## src/hw/rtl/mcfc_pkg.sv

```systemverilog
// Shared types, codes and constants of the motor CAN feedback/command block.
`default_nettype none
package mcfc_pkg;

  // Field widths
  localparam int CMD_W      = 2;
  localparam int ID_W       = 11;
  localparam int DATA_W     = 64;
  localparam int CUR_W      = 16;
  localparam int ENC_W      = 13;
  localparam int TOTAL_W    = 32;
  localparam int TEMP_W     = 8;
  localparam int COUNT_W    = 32;
  localparam int MS_W       = 16;
  localparam int LIMIT_W    = 15;
  localparam int CFG_IDX_W  = 2;
  localparam int CFG_DATA_W = 16;

  // Encoder wrap constants
  localparam int ENC_MOD  = 8192;
  localparam int ENC_HALF = 4096;

  // Saturation value of the ms counters
  localparam logic [MS_W-1:0] MS_MAX = '1;

  // Depth of the queue between front and back
  localparam int QUEUE_DEPTH = 2;

  // Register reset values
  localparam logic [LIMIT_W-1:0] RST_CURRENT_LIMIT = 15'd10000;
  localparam logic [MS_W-1:0]    RST_OFFLINE_MS    = 16'd100;
  localparam logic [MS_W-1:0]    RST_COMMAND_MS    = 16'd100;
  localparam logic [ID_W-1:0]    RST_FEEDBACK_ID   = 11'd513;

  // Register indexes
  typedef enum logic [CFG_IDX_W-1:0] {
    CFG_CURRENT_LIMIT = 2'd0,
    CFG_OFFLINE_MS    = 2'd1,
    CFG_COMMAND_MS    = 2'd2,
    CFG_FEEDBACK_ID   = 2'd3
  } cfg_idx_t;

  // Input command codes
  typedef enum logic [CMD_W-1:0] {
    CMD_TICK     = 2'd0,
    CMD_FEEDBACK = 2'd1,
    CMD_SET      = 2'd2,
    CMD_FRICTION = 2'd3
  } cmd_t;

  // Classified operation handed from front to back
  typedef enum logic [2:0] {
    OP_NOP      = 3'd0,
    OP_TICK     = 3'd1,
    OP_FEEDBACK = 3'd2,
    OP_SET      = 3'd3,
    OP_FRICTION = 3'd4
  } op_kind_t;

  typedef struct packed {
    op_kind_t           kind;
    logic [ENC_W-1:0]   enc;
    logic [CUR_W-1:0]   speed;
    logic [CUR_W-1:0]   cur;
    logic [TEMP_W-1:0]  temp;
    logic [CUR_W-1:0]   cur_a;
    logic [CUR_W-1:0]   cur_b;
  } op_t;

  // Configuration register set
  typedef struct packed {
    logic [LIMIT_W-1:0] current_limit;
    logic [MS_W-1:0]    offline_ms;
    logic [MS_W-1:0]    command_ms;
    logic [ID_W-1:0]    feedback_id;
  } cfg_t;

endpackage
`default_nettype wire

```

## src/hw/rtl/mcfc_if.sv

```systemverilog
// Valid/ready channel interfaces for input words and result words.
`default_nettype none
interface mcfc_in_if;
  import mcfc_pkg::*;
  logic                valid;
  logic                ready;
  logic [CMD_W-1:0]    command;
  logic [ID_W-1:0]     can_id;
  logic [DATA_W-1:0]   frame_data;
  logic signed [CUR_W-1:0] current_a;
  logic signed [CUR_W-1:0] current_b;

  modport source (output valid, command, can_id, frame_data, current_a, current_b,
                  input ready);
  modport sink   (input valid, command, can_id, frame_data, current_a, current_b,
                  output ready);
endinterface

interface mcfc_out_if;
  import mcfc_pkg::*;
  logic                      valid;
  logic                      ready;
  logic                      tx_valid;
  logic [DATA_W-1:0]         tx_payload;
  logic [ENC_W-1:0]          encoder_position;
  logic signed [TOTAL_W-1:0] enc_accum;
  logic signed [CUR_W-1:0]   rotor_speed;
  logic signed [CUR_W-1:0]   motor_current;
  logic [TEMP_W-1:0]         temperature;
  logic                      online;
  logic [COUNT_W-1:0]        fb_frames;

  modport source (output valid, tx_valid, tx_payload, encoder_position, enc_accum,
                         rotor_speed, motor_current, temperature, online, fb_frames,
                  input ready);
  modport sink   (input valid, tx_valid, tx_payload, encoder_position, enc_accum,
                        rotor_speed, motor_current, temperature, online, fb_frames,
                  output ready);
endinterface
`default_nettype wire

```

## src/hw/rtl/motor_can_feedback_command_top.sv

```systemverilog
// Top level of the motor CAN feedback decoder and current-group command block.
//
// Usage: in_chan carries one event word per handshake (ms tick, received
// feedback frame, set-current or friction-pair command); out_chan returns
// exactly one result word per input word, in order: the command frame (when
// tx_valid is set) and the motor status after that event. The cfg port writes
// the four registers (current limit, offline and command timeouts, feedback
// id); the user must use it only while the block is idle, which the block
// itself does not enforce. An accepted word is written into the queue, then
// popped by the back end, which loads the result register. Throughput: one
// word per cycle while the receiver takes the results.
// Reset (synchronous, rst_n low) clears all motor state, timers and the
// current group and loads the register defaults.
// When the receiver stalls, the result is held; the two-entry queue between
// front and back then fills and in_chan.ready drops once both entries are taken.
`default_nettype none
module motor_can_feedback_command_top
  import mcfc_pkg::*;
#(
  parameter int QDEPTH = QUEUE_DEPTH
) (
  input  logic                  clk,
  input  logic                  rst_n,
  mcfc_in_if.sink               in_chan,
  mcfc_out_if.source            out_chan,
  input  logic                  cfg_we,
  input  logic [CFG_IDX_W-1:0]  cfg_index,
  input  logic [CFG_DATA_W-1:0] cfg_wdata
);

  cfg_t cfg_r;
  logic push_valid, push_ready;
  op_t  push_op;
  logic pop_valid, pop_ready;
  op_t  pop_op;

  // Configuration registers
  always_ff @(posedge clk) begin
    if (!rst_n) begin
      cfg_r.current_limit <= RST_CURRENT_LIMIT;
      cfg_r.offline_ms    <= RST_OFFLINE_MS;
      cfg_r.command_ms    <= RST_COMMAND_MS;
      cfg_r.feedback_id   <= RST_FEEDBACK_ID;
    end else if (cfg_we) begin
      unique case (cfg_idx_t'(cfg_index))
        CFG_CURRENT_LIMIT: cfg_r.current_limit <= cfg_wdata[LIMIT_W-1:0];
        CFG_OFFLINE_MS:    cfg_r.offline_ms    <= cfg_wdata[MS_W-1:0];
        CFG_COMMAND_MS:    cfg_r.command_ms    <= cfg_wdata[MS_W-1:0];
        CFG_FEEDBACK_ID:   cfg_r.feedback_id   <= cfg_wdata[ID_W-1:0];
        default: ;
      endcase
    end
  end

  mcfc_front u_front (
    .in_chan    (in_chan),
    .cfg        (cfg_r),
    .push_valid (push_valid),
    .push_ready (push_ready),
    .push_op    (push_op)
  );

  mcfc_queue #(
    .DEPTH (QDEPTH)
  ) u_queue (
    .clk        (clk),
    .rst_n      (rst_n),
    .push_valid (push_valid),
    .push_ready (push_ready),
    .push_op    (push_op),
    .pop_valid  (pop_valid),
    .pop_ready  (pop_ready),
    .pop_op     (pop_op)
  );

  mcfc_back u_back (
    .clk      (clk),
    .rst_n    (rst_n),
    .cfg      (cfg_r),
    .op_valid (pop_valid),
    .op_ready (pop_ready),
    .op       (pop_op),
    .out_chan (out_chan)
  );

endmodule
`default_nettype wire

```

## src/hw/rtl/mcfc_front.sv

```systemverilog
// Front end: accepts input words, filters feedback frames, clamps set-current.
`default_nettype none
module mcfc_front
  import mcfc_pkg::*;
(
  mcfc_in_if.sink    in_chan,
  input  cfg_t       cfg,
  output logic       push_valid,
  input  logic       push_ready,
  output op_t        push_op
);

  logic [CUR_W-1:0]        enc_word;
  logic                    fb_ok;
  logic signed [CUR_W-1:0] lim;
  logic signed [CUR_W-1:0] neg_lim;
  logic signed [CUR_W-1:0] clamped;

  assign in_chan.ready = push_ready;
  assign push_valid    = in_chan.valid;

  // Feedback filter: id match and encoder word in range
  assign enc_word = in_chan.frame_data[63:48];
  assign fb_ok    = (in_chan.can_id == cfg.feedback_id) &&
                    (enc_word < CUR_W'(ENC_MOD));

  // Symmetric clamp of the set-current request
  assign lim     = signed'({1'b0, cfg.current_limit});
  assign neg_lim = -lim;
  always_comb begin
    clamped = in_chan.current_a;
    if (in_chan.current_a > lim) clamped = lim;
    if (in_chan.current_a < neg_lim) clamped = neg_lim;
  end

  // Classify the word into a back-end operation
  always_comb begin
    push_op       = '0;
    push_op.enc   = enc_word[ENC_W-1:0];
    push_op.speed = in_chan.frame_data[47:32];
    push_op.cur   = in_chan.frame_data[31:16];
    push_op.temp  = in_chan.frame_data[15:8];
    push_op.cur_a = in_chan.current_a;
    push_op.cur_b = in_chan.current_b;
    unique case (cmd_t'(in_chan.command))
      CMD_TICK:     push_op.kind = OP_TICK;
      CMD_FEEDBACK: push_op.kind = fb_ok ? OP_FEEDBACK : OP_NOP;
      CMD_SET: begin
        push_op.kind  = OP_SET;
        push_op.cur_a = clamped;
      end
      CMD_FRICTION: push_op.kind = OP_FRICTION;
      default:      push_op.kind = OP_NOP;
    endcase
  end

endmodule
`default_nettype wire

```

## src/hw/rtl/mcfc_queue.sv

```systemverilog
// Short register FIFO of classified operations between front and back.
`default_nettype none
module mcfc_queue
  import mcfc_pkg::*;
#(
  parameter int DEPTH = QUEUE_DEPTH
) (
  input  logic clk,
  input  logic rst_n,
  input  logic push_valid,
  output logic push_ready,
  input  op_t  push_op,
  output logic pop_valid,
  input  logic pop_ready,
  output op_t  pop_op
);

  localparam int IDX_W = (DEPTH > 1) ? $clog2(DEPTH) : 1;
  localparam int CNT_W = $clog2(DEPTH + 1);

  op_t              mem_r [DEPTH];
  logic [IDX_W-1:0] wr_ptr_r;
  logic [IDX_W-1:0] rd_ptr_r;
  logic [CNT_W-1:0] count_r;
  logic             push;
  logic             pop;

  assign push_ready = (count_r != CNT_W'(DEPTH));
  assign pop_valid  = (count_r != '0);
  assign pop_op     = mem_r[rd_ptr_r];
  assign push       = push_valid && push_ready;
  assign pop        = pop_valid && pop_ready;

  // Storage
  always_ff @(posedge clk) begin
    if (push) mem_r[wr_ptr_r] <= push_op;
  end

  // Pointers and fill count
  always_ff @(posedge clk) begin
    if (!rst_n) begin
      wr_ptr_r <= '0;
      rd_ptr_r <= '0;
      count_r  <= '0;
    end else begin
      if (push) wr_ptr_r <= (wr_ptr_r == IDX_W'(DEPTH - 1)) ? '0 : wr_ptr_r + 1'b1;
      if (pop)  rd_ptr_r <= (rd_ptr_r == IDX_W'(DEPTH - 1)) ? '0 : rd_ptr_r + 1'b1;
      if (push && !pop)      count_r <= count_r + 1'b1;
      else if (pop && !push) count_r <= count_r - 1'b1;
    end
  end

endmodule
`default_nettype wire

```

## src/hw/rtl/mcfc_back.sv

```systemverilog
// Back end: motor state update, timers, current group and result register.
`default_nettype none
module mcfc_back
  import mcfc_pkg::*;
(
  input  logic        clk,
  input  logic        rst_n,
  input  cfg_t        cfg,
  input  logic        op_valid,
  output logic        op_ready,
  input  op_t         op,
  mcfc_out_if.source  out_chan
);

  // Motor state
  logic [CUR_W-1:0]   slot_r [4];
  logic [CUR_W-1:0]   slot_nxt [4];
  logic [ENC_W-1:0]   last_pos_r, last_pos_nxt;
  logic [TOTAL_W-1:0] total_r, total_nxt;
  logic [CUR_W-1:0]   speed_r, speed_nxt;
  logic [CUR_W-1:0]   fb_cur_r, fb_cur_nxt;
  logic [TEMP_W-1:0]  temp_r, temp_nxt;
  logic [COUNT_W-1:0] frame_count_r, frame_count_nxt;
  logic               seen_r, seen_nxt;
  logic               online_r, online_nxt;
  logic [MS_W-1:0]    ms_rx_r, ms_rx_nxt;
  logic [MS_W-1:0]    ms_cmd_r, ms_cmd_nxt;
  logic               active_r, active_nxt;
  logic               tx_nxt;

  // Result register
  logic               out_valid_r;
  logic               tx_valid_r;
  logic [DATA_W-1:0]  tx_payload_r;
  logic [ENC_W-1:0]   pos_out_r;
  logic [TOTAL_W-1:0] total_out_r;
  logic [CUR_W-1:0]   speed_out_r;
  logic [CUR_W-1:0]   cur_out_r;
  logic [TEMP_W-1:0]  temp_out_r;
  logic               online_out_r;
  logic [COUNT_W-1:0] count_out_r;

  logic               pop;
  logic [MS_W-1:0]    ms_rx_inc;
  logic [MS_W-1:0]    ms_cmd_inc;
  logic signed [ENC_W:0] delta_raw;
  logic signed [ENC_W:0] delta;

  // Take the next operation when the result register is free or draining
  assign op_ready = !out_valid_r || out_chan.ready;
  assign pop      = op_valid && op_ready;

  // Saturating ms counters
  assign ms_rx_inc  = (ms_rx_r == MS_MAX) ? ms_rx_r : ms_rx_r + 1'b1;
  assign ms_cmd_inc = (ms_cmd_r == MS_MAX) ? ms_cmd_r : ms_cmd_r + 1'b1;

  // Half-turn unwrap of the encoder step
  assign delta_raw = signed'({1'b0, op.enc}) - signed'({1'b0, last_pos_r});
  always_comb begin
    delta = delta_raw;
    if (delta_raw > (ENC_W+1)'(ENC_HALF))       delta = delta_raw - (ENC_W+1)'(ENC_MOD);
    else if (delta_raw < -(ENC_W+1)'(ENC_HALF)) delta = delta_raw + (ENC_W+1)'(ENC_MOD);
  end

  // Next state for one operation
  always_comb begin
    slot_nxt        = slot_r;
    last_pos_nxt    = last_pos_r;
    total_nxt       = total_r;
    speed_nxt       = speed_r;
    fb_cur_nxt      = fb_cur_r;
    temp_nxt        = temp_r;
    frame_count_nxt = frame_count_r;
    seen_nxt        = seen_r;
    online_nxt      = online_r;
    ms_rx_nxt       = ms_rx_r;
    ms_cmd_nxt      = ms_cmd_r;
    active_nxt      = active_r;
    tx_nxt          = 1'b0;
    unique case (op.kind)
      OP_TICK: begin
        ms_rx_nxt  = ms_rx_inc;
        ms_cmd_nxt = ms_cmd_inc;
        online_nxt = seen_r && (ms_rx_inc < cfg.offline_ms);
        // command timeout forces the current back to zero
        if (active_r && (ms_cmd_inc >= cfg.command_ms)) begin
          slot_nxt[3] = '0;
          active_nxt  = 1'b0;
          ms_cmd_nxt  = '0;
          tx_nxt      = 1'b1;
        end
      end
      OP_FEEDBACK: begin
        if (seen_r) total_nxt = total_r + TOTAL_W'(delta);
        last_pos_nxt    = op.enc;
        speed_nxt       = op.speed;
        fb_cur_nxt      = op.cur;
        temp_nxt        = op.temp;
        ms_rx_nxt       = '0;
        frame_count_nxt = frame_count_r + 1'b1;
        seen_nxt        = 1'b1;
        online_nxt      = 1'b1;
      end
      OP_SET: begin
        slot_nxt[3] = op.cur_a;
        ms_cmd_nxt  = '0;
        active_nxt  = (op.cur_a != '0);
        tx_nxt      = 1'b1;
      end
      OP_FRICTION: begin
        slot_nxt[0] = op.cur_a;
        slot_nxt[1] = op.cur_b;
        tx_nxt      = 1'b1;
      end
      OP_NOP: ;
      default: ;
    endcase
  end

  // State registers
  always_ff @(posedge clk) begin
    if (!rst_n) begin
      for (int i = 0; i < 4; i++) slot_r[i] <= '0;
      last_pos_r    <= '0;
      total_r       <= '0;
      speed_r       <= '0;
      fb_cur_r      <= '0;
      temp_r        <= '0;
      frame_count_r <= '0;
      seen_r        <= 1'b0;
      online_r      <= 1'b0;
      ms_rx_r       <= '0;
      ms_cmd_r      <= '0;
      active_r      <= 1'b0;
      out_valid_r   <= 1'b0;
    end else begin
      if (pop) begin
        slot_r        <= slot_nxt;
        last_pos_r    <= last_pos_nxt;
        total_r       <= total_nxt;
        speed_r       <= speed_nxt;
        fb_cur_r      <= fb_cur_nxt;
        temp_r        <= temp_nxt;
        frame_count_r <= frame_count_nxt;
        seen_r        <= seen_nxt;
        online_r      <= online_nxt;
        ms_rx_r       <= ms_rx_nxt;
        ms_cmd_r      <= ms_cmd_nxt;
        active_r      <= active_nxt;
      end
      if (pop)                  out_valid_r <= 1'b1;
      else if (out_chan.ready)  out_valid_r <= 1'b0;
    end
  end

  // Result word, loaded with the state after the operation
  always_ff @(posedge clk) begin
    if (pop) begin
      tx_valid_r   <= tx_nxt;
      tx_payload_r <= tx_nxt ? {slot_nxt[0], slot_nxt[1], slot_nxt[2], slot_nxt[3]} : '0;
      pos_out_r    <= last_pos_nxt;
      total_out_r  <= total_nxt;
      speed_out_r  <= speed_nxt;
      cur_out_r    <= fb_cur_nxt;
      temp_out_r   <= temp_nxt;
      online_out_r <= online_nxt;
      count_out_r  <= frame_count_nxt;
    end
  end

  assign out_chan.valid            = out_valid_r;
  assign out_chan.tx_valid         = tx_valid_r;
  assign out_chan.tx_payload       = tx_payload_r;
  assign out_chan.encoder_position = pos_out_r;
  assign out_chan.enc_accum        = signed'(total_out_r);
  assign out_chan.rotor_speed      = signed'(speed_out_r);
  assign out_chan.motor_current    = signed'(cur_out_r);
  assign out_chan.temperature      = temp_out_r;
  assign out_chan.online           = online_out_r;
  assign out_chan.fb_frames        = count_out_r;

`ifndef SYNTHESIS
  // Online is only possible after a first accepted frame
  a_online_seen: assert property (@(posedge clk) disable iff (!rst_n)
    online_r |-> seen_r) else $error("online without any feedback");

  // An active command always holds a nonzero slot 3 current
  a_active_slot: assert property (@(posedge clk) disable iff (!rst_n)
    active_r |-> (slot_r[3] != '0)) else $error("active command with zero current");

  // Every accepted feedback frame bumps the frame counter by one
  a_count_step: assert property (@(posedge clk) disable iff (!rst_n)
    (pop && op.kind == OP_FEEDBACK) |=> (frame_count_r == $past(frame_count_r) + 32'd1))
    else $error("frame counter did not advance");

  // A result without a command frame carries an empty payload
  a_payload_zero: assert property (@(posedge clk) disable iff (!rst_n)
    (out_valid_r && !tx_valid_r) |-> (tx_payload_r == '0))
    else $error("payload set without tx_valid");
`endif

endmodule
`default_nettype wire
```

## src/flat_wrapper.sv

```systemverilog
// flat-port wrapper written by rule: the top's interface ports become plain ports
module motor_can_feedback_command_top_flat import mcfc_pkg::*;
#(
  parameter int QDEPTH = QUEUE_DEPTH
)
  (clk, rst_n, cfg_we, cfg_index, cfg_wdata, in_chan_valid, in_chan_command, in_chan_can_id, in_chan_frame_data, in_chan_current_a, in_chan_current_b, in_chan_ready, out_chan_valid, out_chan_tx_valid, out_chan_tx_payload, out_chan_encoder_position, out_chan_enc_accum, out_chan_rotor_speed, out_chan_motor_current, out_chan_temperature, out_chan_online, out_chan_fb_frames, out_chan_ready);
  mcfc_in_if in_chan_i ();
  mcfc_out_if out_chan_i ();
  input  logic clk;
  input  logic rst_n;
  input  logic cfg_we;
  input  logic [CFG_IDX_W-1:0] cfg_index;
  input  logic [CFG_DATA_W-1:0] cfg_wdata;
  input wire logic [$bits(in_chan_i.valid)-1:0] in_chan_valid;
  input wire logic [$bits(in_chan_i.command)-1:0] in_chan_command;
  input wire logic [$bits(in_chan_i.can_id)-1:0] in_chan_can_id;
  input wire logic [$bits(in_chan_i.frame_data)-1:0] in_chan_frame_data;
  input wire logic [$bits(in_chan_i.current_a)-1:0] in_chan_current_a;
  input wire logic [$bits(in_chan_i.current_b)-1:0] in_chan_current_b;
  output wire logic [$bits(in_chan_i.ready)-1:0] in_chan_ready;
  output wire logic [$bits(out_chan_i.valid)-1:0] out_chan_valid;
  output wire logic [$bits(out_chan_i.tx_valid)-1:0] out_chan_tx_valid;
  output wire logic [$bits(out_chan_i.tx_payload)-1:0] out_chan_tx_payload;
  output wire logic [$bits(out_chan_i.encoder_position)-1:0] out_chan_encoder_position;
  output wire logic [$bits(out_chan_i.enc_accum)-1:0] out_chan_enc_accum;
  output wire logic [$bits(out_chan_i.rotor_speed)-1:0] out_chan_rotor_speed;
  output wire logic [$bits(out_chan_i.motor_current)-1:0] out_chan_motor_current;
  output wire logic [$bits(out_chan_i.temperature)-1:0] out_chan_temperature;
  output wire logic [$bits(out_chan_i.online)-1:0] out_chan_online;
  output wire logic [$bits(out_chan_i.fb_frames)-1:0] out_chan_fb_frames;
  input wire logic [$bits(out_chan_i.ready)-1:0] out_chan_ready;
  assign in_chan_i.valid = in_chan_valid;
  assign in_chan_i.command = in_chan_command;
  assign in_chan_i.can_id = in_chan_can_id;
  assign in_chan_i.frame_data = in_chan_frame_data;
  assign in_chan_i.current_a = in_chan_current_a;
  assign in_chan_i.current_b = in_chan_current_b;
  assign in_chan_ready = in_chan_i.ready;
  assign out_chan_valid = out_chan_i.valid;
  assign out_chan_tx_valid = out_chan_i.tx_valid;
  assign out_chan_tx_payload = out_chan_i.tx_payload;
  assign out_chan_encoder_position = out_chan_i.encoder_position;
  assign out_chan_enc_accum = out_chan_i.enc_accum;
  assign out_chan_rotor_speed = out_chan_i.rotor_speed;
  assign out_chan_motor_current = out_chan_i.motor_current;
  assign out_chan_temperature = out_chan_i.temperature;
  assign out_chan_online = out_chan_i.online;
  assign out_chan_fb_frames = out_chan_i.fb_frames;
  assign out_chan_i.ready = out_chan_ready;
  motor_can_feedback_command_top #(.QDEPTH(QDEPTH)) u_core (.clk(clk), .rst_n(rst_n), .in_chan(in_chan_i), .out_chan(out_chan_i), .cfg_we(cfg_we), .cfg_index(cfg_index), .cfg_wdata(cfg_wdata));
endmodule
```

## config.mk

```make
export PLATFORM = sky130hd
export DESIGN_NAME = motor_can_feedback_command_top_flat
export DESIGN_NICKNAME = d
export VERILOG_FILES = /design/src/hw/rtl/mcfc_pkg.sv /design/src/hw/rtl/mcfc_if.sv /design/src/hw/rtl/motor_can_feedback_command_top.sv /design/src/hw/rtl/mcfc_front.sv /design/src/hw/rtl/mcfc_queue.sv /design/src/hw/rtl/mcfc_back.sv /design/src/flat_wrapper.sv
export SDC_FILE = /design/constraint.sdc
export NUM_CORES = 1
export LEC_CHECK = 0
export BUFFER_PORTS_ARGS = -buffer_cell sky130_fd_sc_hd__buf_2
export CORE_MARGIN = 2
export CORE_UTILIZATION = 53
export CTS_CLUSTER_SIZE = 20
export DETAILED_ROUTE_END_ITERATION = 6
export PLACE_DENSITY = 0.76
export SYNTH_ARGS = -nofsm -noshare
export SYNTH_HDL_FRONTEND = slang
export SYNTH_HIERARCHICAL = 1
export SYNTH_SLANG_ARGS = --single-unit
```

## constraint.sdc

```tcl
create_clock -name clk -period 7.3 [get_ports clk]
set_clock_uncertainty 0.15 [all_clocks]
set_input_delay 1.46 -clock clk [delete_from_list [all_inputs] [get_ports clk]]
set_output_delay 1.46 -clock clk [all_outputs]
set_load 0.005 [all_outputs]
```

==> results of run 1 <==
[worst max-delay path: stages (launching register included)]
cell and delay (ps):
dfxtp_4 660, mux2_2 430, ha_1 280, or4_4 560, o221a_1 230, o21a_1 210, or4_1 480, a21o_1 200
o41a_4 500, ha_1 380, and2_1 190, a221oi_2 450, o21ai_0 280, a221o_1 420, a31oi_1 350, xor2_1 170
o21ai_0 90
[through the flow]
step / std cells / total power [uW] / utilization (%) / hold slack [ps]
global route: 3592 / 11660 / 60.19 / 321.4
floorplan: 2672 / 6903 / - / 281.4
CTS: 3588 / 11190 / 60.17 / 304.1
detailed placement: 3467 / 7936 / 56.27 / 296.0
global placement: 3467 / 7831 / 56.27 / 289.2
finish: 3592 / 11100 / 60.19 / 302.4
[power breakdown]
| part | leakage [uW] | internal (uW) | total, uW | switching [uW] |
|---|---|---|---|---|
| combinational | 0.00640 | 1220 | 3210 | 1990 |
| sequential | 0.00543 | 4420 | 4660 | 248 |
| clock | 0.00102 | 1870 | 3220 | 1360 |
| total | 0.0129 | 7510 | 11100 | 3600 |
[how the worst max path moves through the flow]
stage                                                end  slack (ps)  cells after the start
floorplan           u_core/u_back/out_chan.enc_accum[26]        1750                     18
global placement    u_core/u_back/out_chan.enc_accum[26]        1150                     16
detailed placement  u_core/u_back/out_chan.enc_accum[26]        1020                     16
CTS                 u_core/u_back/out_chan.enc_accum[26]         970                     16
global route        u_core/u_back/out_chan.enc_accum[26]         680                     16
finish              u_core/u_back/out_chan.enc_accum[26]         920                     16
[area by class of cell]
type	count	area (um2)	area share, %
Clock buffer	99	1909	5.883
Tap cell	696	870.8	2.683
Sequential cell	607	15590	48.03
Multi-Input combinational cell	1755	11890	36.64
Timing Repair Buffer	312	1614	4.973
Inverter	97	379.1	1.168
Antenna cell	4	10.01	0.03084
Clock inverter	22	191.4	0.5899
[flip-flops by register name, summed over array words and instances (netlist names), 13 cells and up, named ones only]
signal	count
u_core/u_back/out_chan.motor_current	16
u_core/u_back/last_pos_r	13
u_core/u_back/frame_count_r	32
u_core/u_back/ms_rx_r	16
u_core/u_back/fb_cur_r	16
u_core/u_back/out_chan.rotor_speed	16
u_core/u_queue/mem_r	176
u_core/u_back/ms_cmd_r	16
u_core/u_back/out_chan.enc_accum	32
u_core/u_back/speed_r	16
u_core/u_back/total_r	32
u_core/u_back/out_chan.fb_frames	32
u_core/u_back/slot_r	48
u_core/u_back/out_chan.encoder_position	13
u_core/cfg_r	58
u_core/u_back/out_chan.tx_payload	48
[placed cells by master (no fill, tap or decap), drive strengths merged, types with 26 or more instances in the layout]
cell type    n
xnor2       73
clkbuf      99
buf        312
and3        26
nand4       34
ha         112
nand2      390
edfxtp     343
nor2       120
xor2        59
o21ai       89
mux2i       62
mux2       136
nand3       54
inv        103
a21o        44
a21oi      200
a22o        73
dfxtp      264
[metal layers]
layer	vias up	wire, um	GRT usage [%]
li1	9794	-	-
met3	131	3387	3.922
met2	585	33920	40.55
met1	9925	28600	29.56
met5	-	16	0
met4	2	1947	8.824
[cell families (layout without fill, tap and decap cells)]
family | Yosys count | in the layout | share of synthesized area [%]
muxes | 198 | 198 | 7.685
xor gates and xnor gates | 132 | 132 | 3.989
DFF | 607 | 607 | 53.78
and+or+nand+nor | 776 | 776 | 12.52
other | 1 | 20 | 0.01294
AOI/OAI and AO/OA | 519 | 519 | 11.58
adders and majority gates | 114 | 114 | 4.973
buffers and inverters | 310 | 530 | 5.466
==> results.json, run 1 <==
{
  "crit_arrival_ps": 6530,
  "cts_hold_buf": 0,
  "gr-total-overflow": 0,
  "design_area_um2": 32450,
  "routed-via-count": 20440,
  "setup_ws_ps": 916.7,
  "status": "completed",
  "io_pins": 317,
  "initial_utilization_pct": 53.75,
  "r2r_cells": 16,
  "dpl_cell_area_um2": 30340,
  "setup-tns-final_ps": 0,
  "dr.pass1.iters": 5,
  "seq_area_frac_synth_pct": 53.78,
  "track_usage_pct": 23.46,
  "place_ws_ps": 1015,
  "finalMaxSlewViolations": 0,
  "p_per_area_nw_per_um2": 342.1,
  "ctsRootBufferMaster": "clkbuf_16",
  "num_rows": 85,
  "wl_per_cell_um": 18.89,
  "drive_above_1_share_pct": 19.95,
  "finalHoldViolCount": 0,
  "cts_sinks": 607,
  "drc": 0,
  "netlist_instances": 2657,
  "ir_worst_vdd_mv": 0.2206,
  "timing.slew.headroom_pct": 20.38,
  "min_to": "u_core/u_back/slot_r[49]",
  "timing.rr.end": "u_core/u_back/out_chan.enc_accum[26]",
  "hpwl_um": 45650,
  "final_antenna_net_count": 0,
  "ys_ff_latch": 607,
  "synth-edff-count": 343,
  "yosysTopAreaCell": "edfxtp_1",
  "numCtsBuffers": 66,
  "crit_required_ps": 7450,
  "clockBufferDepth": 3,
  "grt_max_degree": 87,
  "critPathLaunchType": "flip-flop",
  "cts_resized": 0,
  "syn-cell-area_um2": 28980,
  "ys_types": 83,
  "drt_iter0_drc": 1493,
  "io_buffers": 292,
  "p_leak_uw": 0.01285,
  "rsz0062_at_grt": "no",
  "fin_crit_sh_pct": 87.44,
  "worstSkewPairLatency_ps": 600,
  "crit_fanout": 33,
  "htreeDepth": 3,
  "min_path_type": "reg2reg",
  "area_growth_pct": 11.98,
  "setup_viol": 0,
  "avgSynthCellArea_um2": 10.91,
  "antenna_found_initial": 7,
  "r2r_slack_ps": 920,
  "first_global_vias": 20020,
  "clk_pin_slew_ps": 60,
  "cts_setup_buffers": 0,
  "nets": 3085,
  "viasPerCell": 5.690,
  "hp-start": "u_core/u_back/slot_r[49]",
  "dieArea_um2": 56570,
  "num-fill-cells": 4231,
  "tightest_slew_ps": 1192,
  "maxCapViolCount": 0,
  "grt_pass1_wl_um": 105700,
  "synthTopCellsByArea": "edfxtp_1 36%, dfxtp_1 18%, nand2_1 5.0%",
  "timing.fmax_ghz": 0.1567,
  "gp_congestion": 0.9190,
  "yosys_warnings": 6,
  "ys_async_sr_fraction_pct": 0,
  "drt-total-wl_um": 67870,
  "synth_top_cell_area_share_pct": 35.54,
  "cts_tree": "built",
  "period_needed_ps": 6383,
  "yosysMostFrequentCell": "nand2_1",
  "hold_depth": 2,
  "die_w_um": 237.8,
  "die_y_um": 237.8,
  "synth_flop_cell": "edfxtp_1",
  "crit_type": "reg2reg",
  "end_kind": "flip-flop",
  "yosys-top-cells-count": "389 x nand2_1, 343 x edfxtp_1, 264 x dfxtp_1, 200 x a21oi_1, 119 x nor2_1",
  "core_area_um2": 53920
}
Power figures use the tool's default switching activity.
==> inputs of run 2 (changes only) <==
CORE_UTILIZATION = 59   (was 53)
PLACE_DENSITY = 0.8   (was 0.76)
clock period = 6.35 ns   (was 7.3 ns; I/O delays follow)
==> results.json, run 2 (same netlist as run 1, synthesis figures left out) <==
{
  "critPathLaunchType": "flip-flop",
  "track_usage_pct": 25.40,
  "cts_tree": "built",
  "period_needed_ps": 6011,
  "regArea_um2": 15590,
  "cts_setup_buffers": 0,
  "num_rows": 81,
  "ir_worst_vdd_mv": 0.2735,
  "place_ws_ps": 407.8,
  "worstPathCellList": "mux2_2 -> ha_1 -> or4_4 -> o221a_1 -> o21a_1 -> or4_1 -> a21o_1 -> o41a_4 -> ha_1 -> and2_1 -> a221oi_2 -> o21ai_0 -> a221o_1 -> a31oi_1 -> xor2_1 -> o21ai_0",
  "cp_top_family": "compound AO/OA/AOI/OAI gates",
  "pwr-share-clk_pct": 28.7,
  "crit_required_ps": 6540,
  "layout_commonest_cell": "nand2_1",
  "finalHoldViolCount": 0,
  "hpwl_um": 44800,
  "p_switching_uw": 4106,
  "cts_resized": 0,
  "num-fill-cells": 3635,
  "setup_viol": 0,
  "initial_utilization_pct": 59.45,
  "worst_path_max_delay_cell": "or4_4",
  "die_y_um": 225.6,
  "setup-tns-final_ps": 0,
  "routed-via-count": 20430,
  "drt-total-wl_um": 66150,
  "ctsRootBufferMaster": "clkbuf_16",
  "fin_crit_sh_pct": 94.66,
  "clockBufferDepth": 3,
  "final_cell_mix": "387 x nand2_1, 343 x edfxtp_1, 291 x buf_2",
  "nets": 3083,
  "top_regs": "u_core/u_queue/mem_r (176), u_core/cfg_r (58)",
  "rsz0062_at_grt": "no",
  "seqPwrFrac_pct": 41.9,
  "antenna_found_initial": 6,
  "clk_pin_slew_ps": 60,
  "critPathMaxStageDelay_ps": 570,
  "gr-usage-met3_pct": 3.565,
  "worstSkewPairLatency_ps": 620,
  "end_kind": "flip-flop",
  "grt_most_used_layer": "met2",
  "htreeDepth": 2,
  "crit_arrival_ps": 6200,
  "numCtsBuffers": 60,
  "dr.pass1.iters": 6,
  "timing.slew.headroom_pct": 23.82,
  "drt_iter0_drc": 1552,
  "placed_cells": 3439,
  "p_per_area_nw_per_um2": 393.7,
  "cts_sinks": 607,
  "layoutNonFillerInstCount": 3560,
  "gr-total-overflow": 0,
  "area_growth_pct": 11.79,
  "wl_per_cell_um": 18.58,
  "p_leak_uw": 0.01285,
  "dieArea_um2": 50910,
  "p_comb_share_pct": 29.3,
  "use_met1_pct": 32.59,
  "gp_congestion": 0.9179,
  "grt_pass1_wl_um": 103200,
  "drive_above_1_share_pct": 19.97,
  "status": "completed",
  "setup_ws_ps": 338.9,
  "maxCapViolCount": 0,
  "p_sw_share_pct": 32.19,
  "core_area_um2": 48750,
  "drc": 0,
  "registers.top_by_ff_count": "u_core/u_queue/mem_r",
  "use_met2_pct": 43.85,
  "crit_fanout": 22,
  "internal-power_uw": 8649,
  "min_path_type": "reg2reg",
  "grt_max_degree": 103,
  "io_pins": 317,
  "finalMaxSlewViolations": 0,
  "viasPerCell": 5.738,
  "final_antenna_net_count": 0,
  "cts_hold_buf": 0,
  "first_global_vias": 19990,
  "tightest_slew_ps": 1139,
  "io_buffers": 292,
  "critPathBufInv": 0,
  "die_w_um": 225.6,
  "largest_register_ffs": 176,
  "multi_input_area_um2": 11890,
  "crit_type": "reg2reg",
  "timing.fmax_ghz": 0.1664
}
[run 2: cell count changes in the layout (fill, tap and decap cells not counted), sizes merged]
cell and delta:
clkbuf -14, bufinv +7, buf +4, clkinv +4
diode +3, inv -3, clkinvlp -1
[run 2: through the flow]
stage                     total power, uW  instance area [um2]  hold slack (ps)  utilization (%)
after CTS                           12800                32380            304.2            66.42
after detailed placement             9138                30330            295.8            62.22
after global routing                13370                32390            328.1            66.45
final                               12760                32400            302.6            66.46
after floorplan                      7935                29040            281.4                -
after global placement               9021                30330            288.9            62.22
[run 2: power by group through the flow]
stage                     logic (uW)  registers (uW)  clock network [uW]
after floorplan                 2480            5460                   0
after global placement          3620            5400                   0
after detailed placement        3710            5430                   0
after CTS                       3730            5350                3710
after global routing            4090            5410                3870
final                           3740            5350                3670
[run 2: cell type report]
class	count	share of cell area (%)
inverter	97	1.170
clock buffer	85	5.144
antenna	7	0.05407
multi-input combinational	1755	36.70
clock inverter	29	1.174
timing repair buffer	316	5.075
tap	664	2.564
sequential	607	48.12
[run 2: worst reg2reg max path, cell delays in order, from the launching register on]
cell,delay (ps)
dfxtp_4,440
mux2_2,390
ha_1,280
or4_4,570
o221a_1,240
o21a_1,220
or4_1,480
a21o_1,200
o41a_4,510
ha_1,390
and2_1,180
a221oi_2,380
o21ai_0,240
a221o_1,410
a31oi_1,380
xor2_1,180
o21ai_0,90
[run 2: final timing paths]
| path | start | endpoint | slack, ps | depth (start not counted) |
|---|---|---|---|---|
| min | u_core/u_back/speed_r[10] | u_core/u_back/speed_r[10] | 300 | 2 |
| max reg2reg | flip-flop | u_core/u_back/out_chan.enc_accum[26] | 340 | 16 |
| min reg2reg | u_core/u_back/speed_r[10] | u_core/u_back/speed_r[10] | 300 | 2 |
| max | flip-flop | u_core/u_back/out_chan.enc_accum[26] | 340 | 16 |
[run 2: layer usage]
metal	routed length, um	vias up
li1	-	9802
met1	28060	9877
met2	32630	603
met3	3191	145
met4	2265	0
met5	0	-
